File: src/rtl/core/tlnef_pkg.sv
// Package for the text line number and escape filter: item types, config, constants.
`default_nettype none
package tlnef_pkg;

  // Parameter defaults and limits
  localparam int CountDigitsDef = 7;
  localparam int PadWidthDef    = 6;
  localparam int QueueDepth     = 2;

  // Character codes
  localparam logic [7:0] ChTab    = 8'd9;
  localparam logic [7:0] ChNl     = 8'd10;
  localparam logic [7:0] ChSpace  = 8'd32;
  localparam logic [7:0] ChDel    = 8'd127;
  localparam logic [7:0] ChDollar = 8'h24;
  localparam logic [7:0] ChCaret  = 8'h5e;
  localparam logic [7:0] ChI      = 8'h49;
  localparam logic [7:0] ChQuest  = 8'h3f;
  localparam logic [7:0] CtrlOffset = 8'd64;
  localparam logic [3:0] DigitHigh  = 4'h3;

  // Configuration register indexes
  localparam int CfgIdxW = 3;
  typedef enum logic [CfgIdxW-1:0] {
    REG_NUMBER_NONBLANK  = 3'd0,
    REG_NUMBER_ALL       = 3'd1,
    REG_SQUEEZE_BLANK    = 3'd2,
    REG_SHOW_ENDS        = 3'd3,
    REG_SHOW_TABS        = 3'd4,
    REG_SHOW_NONPRINTING = 3'd5
  } cfg_reg_e;
  localparam int CfgDataW = 1;

  typedef struct packed {
    logic number_nonblank;
    logic number_all;
    logic squeeze_blank;
    logic show_ends;
    logic show_tabs;
    logic show_nonprinting;
  } cfg_t;

  typedef struct packed {
    logic [7:0] in_byte;
    logic       file_start;
  } in_item_t;

  typedef struct packed {
    logic [7:0] out_byte;
    logic       last_of_run;
  } out_item_t;

  // Classified item handed from front to back (count travels beside it)
  typedef struct packed {
    logic       num_en;
    logic [7:0] tail_a;
    logic [7:0] tail_b;
    logic       tail_two;
  } cmd_ctrl_t;

endpackage
`default_nettype wire

File: src/rtl/core/text_line_number_and_escape_filter.sv
// Top level of the text line number and escape filter.
//
// Input channel: one text byte per item with a file start flag, valid/stall.
// Output channel: one filtered byte per item, last_of_run marks the final
// byte made by an input byte; valid/stall. Configuration: write enable,
// register index and one data bit, taken at any edge the enable is high.
// The front end classifies each byte in its accept cycle and pushes it into a
// two-entry queue; the back end turns the queue head into bytes, one per cycle
// while the receiver does not stall, through a registered output. The first byte
// of an item passes the queue and then the output register. An item makes 1 to
// max(PAD_WIDTH, COUNT_DIGITS) + 3 bytes and holds the back end until its last
// byte is out; with one byte per item the block takes one input byte every cycle.
// A squeezed blank line makes no bytes and never enters the queue. When the
// receiver stalls, the output item holds and the queue fills, then the input stalls.
// Reset clears the line state, the count, the queue and the config flags.
`default_nettype none
module text_line_number_and_escape_filter #(
  parameter int COUNT_DIGITS = tlnef_pkg::CountDigitsDef,
  parameter int PAD_WIDTH    = tlnef_pkg::PadWidthDef
) (
  input  wire                                   clk_i,
  input  wire                                   rst_ni,
  input  wire                                   cfg_we_i,
  input  wire [tlnef_pkg::CfgIdxW-1:0]          cfg_idx_i,
  input  wire [tlnef_pkg::CfgDataW-1:0]         cfg_wdata_i,
  input  wire                                   in_valid_i,
  output logic                                  in_stall_o,
  input  wire tlnef_pkg::in_item_t              in_item_i,
  output logic                                  out_valid_o,
  input  wire                                   out_stall_i,
  output tlnef_pkg::out_item_t                  out_item_o
);
  import tlnef_pkg::*;

  localparam int CntW = 4 * COUNT_DIGITS;
  localparam int QW   = $bits(cmd_ctrl_t) + CntW;

  cfg_t            cfg_q;
  logic            push_valid, full, empty, pop;
  cmd_ctrl_t       push_ctrl, head_ctrl;
  logic [CntW-1:0] push_cnt, head_cnt;
  logic [QW-1:0]   rdata;

  // Configuration flags
  always_ff @(posedge clk_i or negedge rst_ni) begin
    if (!rst_ni) begin
      cfg_q <= '0;
    end else if (cfg_we_i) begin
      case (cfg_idx_i)
        REG_NUMBER_NONBLANK:  cfg_q.number_nonblank  <= cfg_wdata_i[0];
        REG_NUMBER_ALL:       cfg_q.number_all       <= cfg_wdata_i[0];
        REG_SQUEEZE_BLANK:    cfg_q.squeeze_blank    <= cfg_wdata_i[0];
        REG_SHOW_ENDS:        cfg_q.show_ends        <= cfg_wdata_i[0];
        REG_SHOW_TABS:        cfg_q.show_tabs        <= cfg_wdata_i[0];
        REG_SHOW_NONPRINTING: cfg_q.show_nonprinting <= cfg_wdata_i[0];
        default: ;
      endcase
    end
  end

  tlnef_front #(
    .COUNT_DIGITS(COUNT_DIGITS)
  ) u_front (
    .clk_i       (clk_i),
    .rst_ni      (rst_ni),
    .cfg_i       (cfg_q),
    .in_valid_i  (in_valid_i),
    .in_stall_o  (in_stall_o),
    .in_item_i   (in_item_i),
    .push_valid_o(push_valid),
    .push_stall_i(full),
    .push_ctrl_o (push_ctrl),
    .push_cnt_o  (push_cnt)
  );

  tlnef_fifo #(
    .Width(QW),
    .Depth(QueueDepth)
  ) u_fifo (
    .clk_i  (clk_i),
    .rst_ni (rst_ni),
    .push_i (push_valid),
    .full_o (full),
    .wdata_i({push_ctrl, push_cnt}),
    .pop_i  (pop),
    .empty_o(empty),
    .rdata_o(rdata)
  );

  assign head_ctrl = rdata[QW-1:CntW];
  assign head_cnt  = rdata[CntW-1:0];

  tlnef_back #(
    .COUNT_DIGITS(COUNT_DIGITS),
    .PAD_WIDTH   (PAD_WIDTH)
  ) u_back (
    .clk_i      (clk_i),
    .rst_ni     (rst_ni),
    .empty_i    (empty),
    .pop_o      (pop),
    .head_ctrl_i(head_ctrl),
    .head_cnt_i (head_cnt),
    .out_valid_o(out_valid_o),
    .out_stall_i(out_stall_i),
    .out_item_o (out_item_o)
  );

endmodule
`default_nettype wire

File: src/rtl/core/tlnef_front.sv
// Front end: accepts bytes, tracks line state and count, classifies each item.
`default_nettype none
module tlnef_front #(
  parameter int COUNT_DIGITS = tlnef_pkg::CountDigitsDef
) (
  input  wire                           clk_i,
  input  wire                           rst_ni,
  input  wire tlnef_pkg::cfg_t          cfg_i,
  input  wire                           in_valid_i,
  output logic                          in_stall_o,
  input  wire tlnef_pkg::in_item_t      in_item_i,
  output logic                          push_valid_o,
  input  wire                           push_stall_i,
  output tlnef_pkg::cmd_ctrl_t          push_ctrl_o,
  output logic [4*COUNT_DIGITS-1:0]     push_cnt_o
);
  import tlnef_pkg::*;

  localparam int CntW = 4 * COUNT_DIGITS;

  logic            at_start_q, at_start_d;
  logic            prev_blank_q, prev_blank_d;
  logic [CntW-1:0] cnt_q, cnt_d;

  logic            accept;
  logic            line_start, blank, squeeze, num;
  logic [CntW-1:0] cnt_base, cnt_inc;
  logic            all_nine, carry;
  logic [7:0]      c;

  assign c          = in_item_i.in_byte;
  assign in_stall_o = push_stall_i;
  assign accept     = in_valid_i && !push_stall_i;

  // Line start and blank classification
  assign line_start = at_start_q || in_item_i.file_start;
  assign cnt_base   = in_item_i.file_start ? '0 : cnt_q;
  assign blank      = (c == ChNl);
  assign squeeze    = line_start && cfg_i.squeeze_blank && blank && prev_blank_q;
  assign num        = line_start && !squeeze &&
                      (cfg_i.number_nonblank ? !blank : cfg_i.number_all);

  // Saturating BCD increment, carry ripples digit by digit
  always_comb begin
    all_nine = 1'b1;
    carry    = 1'b1;
    cnt_inc  = cnt_base;
    for (int i = 0; i < COUNT_DIGITS; i++) begin
      if (cnt_base[4*i +: 4] != 4'd9) all_nine = 1'b0;
    end
    for (int i = 0; i < COUNT_DIGITS; i++) begin
      if (carry) begin
        if (cnt_base[4*i +: 4] == 4'd9) begin
          cnt_inc[4*i +: 4] = 4'd0;
        end else begin
          cnt_inc[4*i +: 4] = cnt_base[4*i +: 4] + 4'd1;
          carry = 1'b0;
        end
      end
    end
    if (all_nine) cnt_inc = cnt_base;
  end

  // Bytes that stand for the raw byte itself
  always_comb begin
    push_ctrl_o.num_en   = num;
    push_ctrl_o.tail_a   = c;
    push_ctrl_o.tail_b   = c;
    push_ctrl_o.tail_two = 1'b0;
    if (c == ChTab && cfg_i.show_tabs) begin
      push_ctrl_o.tail_a   = ChCaret;
      push_ctrl_o.tail_b   = ChI;
      push_ctrl_o.tail_two = 1'b1;
    end else if (c == ChNl) begin
      if (cfg_i.show_ends) begin
        push_ctrl_o.tail_a   = ChDollar;
        push_ctrl_o.tail_two = 1'b1;
      end
      push_ctrl_o.tail_b = ChNl;
    end else if (cfg_i.show_nonprinting && c < ChSpace && c != ChTab) begin
      push_ctrl_o.tail_a   = ChCaret;
      push_ctrl_o.tail_b   = c + CtrlOffset;
      push_ctrl_o.tail_two = 1'b1;
    end else if (cfg_i.show_nonprinting && c == ChDel) begin
      push_ctrl_o.tail_a   = ChCaret;
      push_ctrl_o.tail_b   = ChQuest;
      push_ctrl_o.tail_two = 1'b1;
    end
  end

  assign cnt_d        = num ? cnt_inc : cnt_base;
  assign push_cnt_o   = cnt_d;
  assign push_valid_o = in_valid_i && !squeeze;

  // Next line state
  always_comb begin
    at_start_d   = at_start_q;
    prev_blank_d = prev_blank_q;
    if (accept) begin
      at_start_d = squeeze ? 1'b1 : blank;
      if (line_start && !squeeze) prev_blank_d = blank;
    end
  end

  always_ff @(posedge clk_i or negedge rst_ni) begin
    if (!rst_ni) begin
      at_start_q   <= 1'b1;
      prev_blank_q <= 1'b0;
      cnt_q        <= '0;
    end else begin
      at_start_q   <= at_start_d;
      prev_blank_q <= prev_blank_d;
      if (accept) cnt_q <= cnt_d;
    end
  end

endmodule
`default_nettype wire

File: src/rtl/core/tlnef_fifo.sv
// Small register queue between front and back.
`default_nettype none
module tlnef_fifo #(
  parameter int Width = 8,
  parameter int Depth = tlnef_pkg::QueueDepth
) (
  input  wire              clk_i,
  input  wire              rst_ni,
  input  wire              push_i,
  output logic             full_o,
  input  wire [Width-1:0]  wdata_i,
  input  wire              pop_i,
  output logic             empty_o,
  output logic [Width-1:0] rdata_o
);
  import tlnef_pkg::*;

  localparam int PtrW = (Depth > 1) ? $clog2(Depth) : 1;
  localparam int CntW = $clog2(Depth + 1);
  localparam logic [PtrW-1:0] PtrLast = PtrW'(Depth - 1);
  localparam logic [CntW-1:0] CntFull = CntW'(Depth);

  logic [Width-1:0] mem_q [Depth];
  logic [PtrW-1:0]  wptr_q, rptr_q;
  logic [CntW-1:0]  cnt_q;
  logic             do_push, do_pop;

  assign full_o  = (cnt_q == CntFull);
  assign empty_o = (cnt_q == '0);
  assign do_push = push_i && !full_o;
  assign do_pop  = pop_i && !empty_o;
  assign rdata_o = mem_q[rptr_q];

  // Storage, no reset needed
  always_ff @(posedge clk_i) begin
    if (do_push) mem_q[wptr_q] <= wdata_i;
  end

  // Pointers and fill count
  always_ff @(posedge clk_i or negedge rst_ni) begin
    if (!rst_ni) begin
      wptr_q <= '0;
      rptr_q <= '0;
      cnt_q  <= '0;
    end else begin
      if (do_push) wptr_q <= (wptr_q == PtrLast) ? '0 : wptr_q + 1'b1;
      if (do_pop)  rptr_q <= (rptr_q == PtrLast) ? '0 : rptr_q + 1'b1;
      if (do_push && !do_pop)      cnt_q <= cnt_q + 1'b1;
      else if (do_pop && !do_push) cnt_q <= cnt_q - 1'b1;
    end
  end

endmodule
`default_nettype wire

File: src/rtl/core/tlnef_back.sv
// Back end: expands each queued item into padded number, tab and escaped bytes.
`default_nettype none
module tlnef_back #(
  parameter int COUNT_DIGITS = tlnef_pkg::CountDigitsDef,
  parameter int PAD_WIDTH    = tlnef_pkg::PadWidthDef
) (
  input  wire                          clk_i,
  input  wire                          rst_ni,
  input  wire                          empty_i,
  output logic                         pop_o,
  input  wire tlnef_pkg::cmd_ctrl_t    head_ctrl_i,
  input  wire [4*COUNT_DIGITS-1:0]     head_cnt_i,
  output logic                         out_valid_o,
  input  wire                          out_stall_i,
  output tlnef_pkg::out_item_t         out_item_o
);
  import tlnef_pkg::*;

  localparam int NumMax = (PAD_WIDTH > COUNT_DIGITS) ? PAD_WIDTH : COUNT_DIGITS;
  localparam int MaxLen = NumMax + 3;
  localparam int IdxW   = $clog2(MaxLen + 1);
  localparam logic [IdxW-1:0] PadLen = IdxW'(PAD_WIDTH);

  logic [IdxW-1:0] idx_q, idx_d;
  logic            out_valid_q;
  out_item_t       out_q;

  logic [IdxW-1:0] sig, num_len, base, di;
  logic [3:0]      digit;
  logic [7:0]      ch;
  logic            last, emit;

  // Significant digits of the count, at least one
  always_comb begin
    sig = IdxW'(1);
    for (int i = 0; i < COUNT_DIGITS; i++) begin
      if (head_cnt_i[4*i +: 4] != 4'd0) sig = IdxW'(i + 1);
    end
  end

  assign num_len = (sig > PadLen) ? sig : PadLen;
  assign base    = head_ctrl_i.num_en ? num_len + IdxW'(1) : '0;
  assign di      = num_len - IdxW'(1) - idx_q;

  // Digit at the current print position
  always_comb begin
    digit = 4'd0;
    for (int i = 0; i < COUNT_DIGITS; i++) begin
      if (di == IdxW'(i)) digit = head_cnt_i[4*i +: 4];
    end
  end

  // Byte at the current position of the run
  always_comb begin
    if (idx_q == base) begin
      ch = head_ctrl_i.tail_a;
    end else if (idx_q > base) begin
      ch = head_ctrl_i.tail_b;
    end else if (idx_q == base - IdxW'(1)) begin
      ch = ChTab;
    end else if (di < sig) begin
      ch = {DigitHigh, digit};
    end else begin
      ch = ChSpace;
    end
  end

  assign last  = (idx_q == base + IdxW'(head_ctrl_i.tail_two));
  assign emit  = !empty_i && (!out_valid_q || !out_stall_i);
  assign pop_o = emit && last;
  assign idx_d = emit ? (last ? '0 : idx_q + IdxW'(1)) : idx_q;

  always_ff @(posedge clk_i or negedge rst_ni) begin
    if (!rst_ni) begin
      idx_q       <= '0;
      out_valid_q <= 1'b0;
    end else begin
      idx_q <= idx_d;
      if (emit)              out_valid_q <= 1'b1;
      else if (!out_stall_i) out_valid_q <= 1'b0;
    end
  end

  // Output register
  always_ff @(posedge clk_i) begin
    if (emit) begin
      out_q.out_byte    <= ch;
      out_q.last_of_run <= last;
    end
  end

  assign out_valid_o = out_valid_q;
  assign out_item_o  = out_q;

endmodule
`default_nettype wire
File: config.mk
export PLATFORM = sky130hd
export DESIGN_NAME = text_line_number_and_escape_filter
export DESIGN_NICKNAME = d
export VERILOG_FILES = /design/src/rtl/core/tlnef_pkg.sv /design/src/rtl/core/text_line_number_and_escape_filter.sv /design/src/rtl/core/tlnef_front.sv /design/src/rtl/core/tlnef_fifo.sv /design/src/rtl/core/tlnef_back.sv
export SDC_FILE = /design/constraint.sdc
export NUM_CORES = 1
export LEC_CHECK = 0
export ABC_AREA = 1
export BUFFER_PORTS_ARGS = -buffer_cell sky130_fd_sc_hd__buf_2
export CAP_MARGIN = 40
export CORE_UTILIZATION = 60
export DETAILED_ROUTE_END_ITERATION = 7
export PLACE_DENSITY = 0.83
export SLEW_MARGIN = 5
export SYNTH_ARGS = -nofsm -noshare
export SYNTH_HDL_FRONTEND = slang
export SYNTH_HIERARCHICAL = 1
export SYNTH_SLANG_ARGS = --single-unit
File: constraint.sdc
create_clock -name clk_i -period 4.2 [get_ports clk_i]
set_input_delay 0.84 -clock clk_i [delete_from_list [all_inputs] [get_ports clk_i]]
set_output_delay 0.84 -clock clk_i [all_outputs]
set_load 0.03 [all_outputs]
-- Word-level counts from Yosys, hierarchy flattened
Memories as Yosys holds them, arrays and structs flattened.
Cells that the tools add are included.
- bits in registers: 54
- memory bits (writable): 92
- input bits: 18
- logic and storage cells: 187
- memories kept: 1
- output and inout port bits: 11
- memories (memory ; depth ; width ; read ports ; clocked after memory_dff ; wr ports ; RTL line ; text):
    u_fifo.mem_q ; 2 ; 46 ; 1 ; 0 ; 1 ; tlnef_fifo.sv:23 ; logic [Width-1:0] mem_q [Depth];
- equality and inequality tests: 34
- $lt $le $gt $ge: 4
- muxes and demuxes: 70
- add/subtract/negate cells: 18
- reduce and logical (&&, ||, !) cells: 44
- operator list (operator ; number):
    2-to-1 mux 4 bit ; 28
    2-to-1 mux 28 bit ; 3
    2-to-1 mux 17 bit ; 4
    adder 4 x 1 -> 4 bit, second input constant ; 9
    2-to-1 mux 8 bit ; 4
    == test 4 bit, second input constant ; 7
    != test 4 bit, second input constant ; 7
    2-to-1 mux 1 bit ; 27
    nonzero test 4 bit ; 6
    logical AND 1 bit ; 17
    == test 8 x 4 -> 1 bit, second input constant ; 2
    AND reduction 2 bit ; 7
    == test 4 x 3 -> 1 bit, second input constant ; 3
    == test 4 bit ; 3
    adder 8 x 7 -> 8 bit, second input constant ; 1
    == test 4 x 2 -> 1 bit, second input constant ; 2
    == test 8 x 7 -> 1 bit, second input constant ; 1
    zero test 1 bit ; 8
    less-than comparator 8 x 6 -> 1 bit, second input constant ; 1
    != test 8 x 4 -> 1 bit, second input constant ; 1
    subtractor 4 x 1 -> 4 bit, second input constant ; 2
    == test 3 x 2 -> 1 bit, second input constant ; 2
    == test 3 bit, second input constant ; 2
    2-to-1 mux 2 bit ; 3
    other kinds (18) ; 20

-- Depth between registers and ports, before layout
An unclocked memory read counts as a cell.
- depth after elaboration: 24
- depth in mapped cells: 23
- mapped depth without buffers: 21

-- Cells and area by module
Netlist, hierarchy kept.
- modules (own cells, without submodules) (module ; instances ; sequential area each (um^2) ; cells each ; area an instance (um^2)):
    tlnef_fifo ; 1 ; 2862.7 ; 272 ; 3607.2
    tlnef_front ; 1 ; 752.0 ; 458 ; 2880.3
    tlnef_back ; 1 ; 395.4 ; 222 ; 1498.9
    text_line_number_and_escape_filter ; 1 ; 150.1 ; 41 ; 306.5

-- Least setup slack after synthesis
No wires, ideal clock.
- path type: input port to flip-flop
- start: in in_item_i[8] (netlist bit)
- end: mem u_fifo/mem_q[1][0] (netlist bit), enable pin
- arrival: 3.424 ns
- buffers on the path: 0
- stages on the path: 9
- library setup time: 0.450 ns
- path slack: 0.326 ns
- required time: 3.750 ns
- cells stage by stage: inv_1 > ha_1 > nand2_1 > nor2_1 > nand3_1 > nand2_1 > inv_1 > o21ai_0 > nor2_1
- longest elaborated chain between the ends: 8
- ends and longest elaborated chain (what ; RTL line ; text):
    start: declaration ; text_line_number_and_escape_filter.sv:28 ; input wire tlnef_pkg::in_item_t in_item_i,
    == test 8 x 4 -> 1 bit ; tlnef_front.sv:38 ; assign blank = (c == ChNl);
    logical AND 1 bit (2 in series) ; tlnef_front.sv:39 ; assign squeeze = line_start && cfg_i.squeeze_blank && blank && prev_blank_q;
    zero test 1 bit ; tlnef_front.sv:93 ; assign push_valid_o = in_valid_i && !squeeze;
    logical AND 1 bit ; tlnef_front.sv:93 ;
    via push_valid ; text_line_number_and_escape_filter.sv:39 ; logic push_valid, full, empty, pop;
    logical AND 1 bit ; tlnef_fifo.sv:30 ; assign do_push = push_i && !full_o;
    2-to-1 mux 1 bit ; tlnef_fifo.sv:36 ; if (do_push) mem_q[wptr_q] <= wdata_i;
    2-to-1 mux 1 bit (not written as such) ; tlnef_fifo.sv:36 ;
    end: declaration ; tlnef_fifo.sv:23 ;
The timed path passes the listed nets, and every way through them passes these cells.

-- Worst setup path after layout
- start: reg u_fifo.rptr_q
- end: reg u_fifo.cnt_q[1]
- elaborated cells on any way between the ends: 26
- those cells by class: add/sub (2); order compare (1); eq/ne (1); mux (9); reduce/logical (12); memory (1)
- RTL lines (what ; RTL line ; text):
    start: declaration ; tlnef_fifo.sv:24 ; logic [PtrW-1:0] wptr_q, rptr_q;
    start signal: assignment ; tlnef_fifo.sv:47 ; if (do_pop) rptr_q <= (rptr_q == PtrLast) ? '0 : rptr_q + 1'b1;
    memory (2 x 46 bit) * ; - ;
    via rdata[26] ; text_line_number_and_escape_filter.sv:42 ; logic [QW-1:0] rdata;
    nonzero test 4 bit * ; tlnef_back.sv:37 ; if (head_cnt_i[4*i +: 4] != 4'd0) sig = IdxW'(i + 1);
    2-to-1 mux 4 bit * ; tlnef_back.sv:37 ;
    greater-than comparator 4 x 3 -> 1 bit ; tlnef_back.sv:41 ; assign num_len = (sig > PadLen) ? sig : PadLen;
    2-to-1 mux 4 bit * ; tlnef_back.sv:41 ;
    adder 4 x 1 -> 4 bit * ; tlnef_back.sv:42 ; assign base = head_ctrl_i.num_en ? num_len + IdxW'(1) : '0;
    2-to-1 mux 4 bit * ; tlnef_back.sv:42 ;
    adder 4 x 1 -> 4 bit * ; tlnef_back.sv:68 ; assign last = (idx_q == base + IdxW'(head_ctrl_i.tail_two));
    == test 4 bit * ; tlnef_back.sv:68 ;
    logical AND 1 bit * ; tlnef_back.sv:70 ; assign pop_o = emit && last;
    via pop ; text_line_number_and_escape_filter.sv:39 ;
    logical AND 1 bit * ; tlnef_fifo.sv:31 ; assign do_pop = pop_i && !empty_o;
    zero test 1 bit ; tlnef_fifo.sv:48 ; if (do_push && !do_pop) cnt_q <= cnt_q + 1'b1;
    logical AND 1 bit ; tlnef_fifo.sv:48 ;
    2-to-1 mux 2 bit / nonzero test 2 bit (equally long branches) ; - ;
    end signal: assignment ; tlnef_fifo.sv:48 ;
    end signal: assignment ; tlnef_fifo.sv:49 ; else if (do_pop && !do_push) cnt_q <= cnt_q - 1'b1;
    end: declaration ; tlnef_fifo.sv:25 ; logic [CntW-1:0] cnt_q;
The timed path passes the listed nets; every way through them passes the cells marked *.
A chain may end at the register's enable or synchronous reset.

==> run metrics <==
post-synthesis simple-gate area fraction=33.1%; max-cap viol count=0; Initial DRC Count=628; Mean Syn Cell Area=8.35 um2; Wirelength per Cell=15.1 um; Critical Path Start=u_fifo/rptr_q; ratio of cells with drive above 1 in the final layout=13.7%; Post-synth EDFFs=101; reg2reg path depth=20; hold_ws=0.483 ns; fin crit period=3.81 ns; Slew headroom=48.8%; final hold viol count=0; Critical Path AT=4.11 ns; Reg-to-Reg End=u_fifo/cnt_q[1]; Crit Path Category=register to register; Pwr Density=654 nW/um2; drt first pass iters=8; Netlist cell types=55; Final Max Tran Viols=0; vias per cell=5.47; CP Capture Point=u_fifo/cnt_q[1]; Post-synth top cells=nand2_1 (396), edfxtp_1 (101), inv_1 (94); postcts setup bufs=0; top cell type by total area after synthesis=edfxtp_1; crit-path max FO=21; nets@finish=1053; Setup violations, final=0; worst-margin pin slew=0.768 ns; Flop pwr share=35.4%; Fin Clk Skew=0.00983 ns; DRT antenna net count=0; sw power=2.39 mW; Synth Area in Compound Gates=5.67%; crit path launch type=register; clock power share=26.4%; Power Total=5.99 mW; CTS tree=yes; area grow syn2layout=10.6%; row count=42; fillers=978; Placed Cells=1177; largest net degree at the start of global routing=47; Post-synth ARST share=30.8%; Period Utilization, post-route=90.6%; clock buffer depth=2; sequential area share after synthesis=50.2%; Pint=3.60 mW; Num CTS Buffers=17; Synth top area share=36.6%; Starting Density=62.1%; chip height=120 um; worst hold path type=register to register; DRC viols=0; maximum vdd drop=0.345 mV; Skew-Pair Late Insertion Delay=0.42 ns; syn nets=1026; synthesized flop and latch total=146; gr usage total=27.5%; top post-synthesis cells by area=edfxtp_1 (37%), nand2_1 (18%), dfrtp_1 (13%); gpl congestion=0.931; reg-to-reg startpoint=u_fifo/rptr_q; RSZ-0062 raised after global routing=no; CTS clock-pin slew for the worst setup and hold paths=0.06 ns; CTS root buf=clkbuf_16; core area=13300 um2; Die Span X=120 um; Post-CTS Resized=0; Die Area=14300 um2; sw frac=39.9%; register area=4160 um2; Leakage=4.27 nW; area share of xor/xnor cells in the synthesized design=1.25%; htree depth=4; grt ovf=0; initial antenna violation count=0; clock sinks=146; Diodes inserted=0; main combinational cell family by area after synthesis=simple AND/OR/NAND/NOR gates; status=finished, final reports clean; CP required=4.51 ns; footprint of the multi-input gates=3540 um2; setup_tns=0 ns; PortBufs=28; Post-Synth Adder-Cell Area=2.35%; top_reg_cell synth=edfxtp_1; IO Pins=29; first-pass GRT wire length=29900 um; synthesized area=8290 um2; Synth Instances=993; Hold Buf Count CTS=0; number of global-route vias before repair=6081; yosys warns=6; count leader, synth=nand2_1; Final HPWL DP=11900 um; post-synthesis mux area share=0%; Crit. End Element=register; fmax=263 MHz; via count=6616; Post-Route WL=18300 um; fin cells=1209; r2r setup slk=0.39 ns; Comb pwr share=38.2%
cell families (layout without fill, tap and decap cells):
group / after synthesis / in the layout
flip-flops: 146 / 146
buffers and inverters: 135 / 175
AND/OR/NAND/NOR: 603 / 603
adder cells (fa/ha/maj): 15 / 15
AO/OA/AOI/OAI: 81 / 81
XOR/XNOR: 11 / 11
other: 2 / 2
layout make-up:
class	instances	area share [%]
inverter	104	4.41
tap	176	2.40
clock inverter	14	1.95
multi-input combinational	712	38.6
sequential	146	45.4
timing repair buffer	39	2.56
clock buffer	18	4.68
worst min path at each step:
| stage | to | cells past startpoint | from |
|---|---|---|---|
| final | cfg_q[3] | 2 | cfg_q[3] |
| after floorplan | cfg_q[4] | 2 | cfg_q[4] |
| after global routing | cfg_q[3] | 2 | cfg_q[3] |
| after detailed placement | u_front/cnt_q[25] | 2 | u_front/cnt_q[25] |
| after CTS | cfg_q[3] | 2 | cfg_q[3] |
| after global placement | u_front/cnt_q[12] | 2 | u_front/cnt_q[12] |
cells in the final DEF (no fill, tap or decap), types with 2 or more instances in the layout:
cell        count
nand2_2         8
nand3b_1        2
o21ai_0        47
conb_1          2
clkbuf_16      17
nor2_1         64
nor3_1          3
o211ai_1        2
o22ai_1         4
nand4_1        17
nand3_2         6
a21oi_1         6
nand3_1        57
and2_1          5
xnor2_1         4
or2_2           5
a22o_1          2
nor3_4          2
buf_2          28
edfxtp_1      101
o21ai_1        10
o21ai_2         2
bufinv_16       3
inv_6           4
dfrtp_1        43
nand3_4         2
buf_4          10
inv_2           7
nor2_4          5
nor2_8          4
ha_1           14
nand2_1       396
nor2_2         13
xor2_1          6
clkinvlp_4      4
nor3_2          4
nand2_4         4
inv_1          93
clkinv_1        3
power groups by stage:
stage	clock network (mW)	registers (mW)	logic, mW
after floorplan	0	2.21	1.64
after global placement	0	2.14	2.18
after detailed placement	0	2.14	2.23
after CTS	1.60	2.12	2.26
after global routing	1.65	2.16	2.56
final	1.58	2.12	2.29
metal layers:
metal / global-route usage, % / vias to the layer above / routed length, um
li1: - / 3265 / -
met1: 36.8 / 3059 / 8070
met2: 43.5 / 251 / 8630
met3: 5.66 / 41 / 1150
met4: 12.3 / 0 / 434
met5: 0 / - / 0
state kept, by name, summed over array words and instances (netlist names), 2 cells and up:
| register | cells |
|---|---|
| u_back/idx_q | 4 |
| u_fifo/cnt_q | 2 |
| u_front/cnt_q | 28 |
| cfg_q | 6 |
| u_back/out_item_o | 9 |
| u_fifo/mem_q | 92 |
stage by stage:
step	setup slack, ns	util [%]	area (um2)
2_1_floorplan	0.326	-	8290
3_3_place_gp	0.436	64.1	8560
3_5_place_dp	0.303	64.1	8560
4_1_cts	0.247	68.7	9160
5_1_grt	0.0643	68.7	9170
6_report	0.394	68.7	9170
critical path: stages (launching register included):
cell and delay [ns]:
dfrtp_2 0.48, inv_2 0.08, buf_4 0.22, nand2_1 0.09, nand2_1 0.08, nor4_2 0.20, inv_1 0.18, ha_1 0.35
nand2_1 0.08, inv_1 0.07, ha_1 0.24, or2_2 0.28, a221oi_2 0.27, nand3_2 0.14, nor2_2 0.19, o21ai_0 0.15
ha_1 0.32, inv_1 0.08, nand3_1 0.07, nand2_1 0.06, nand2_1 0.05
(Power assumes the default switching activity.)
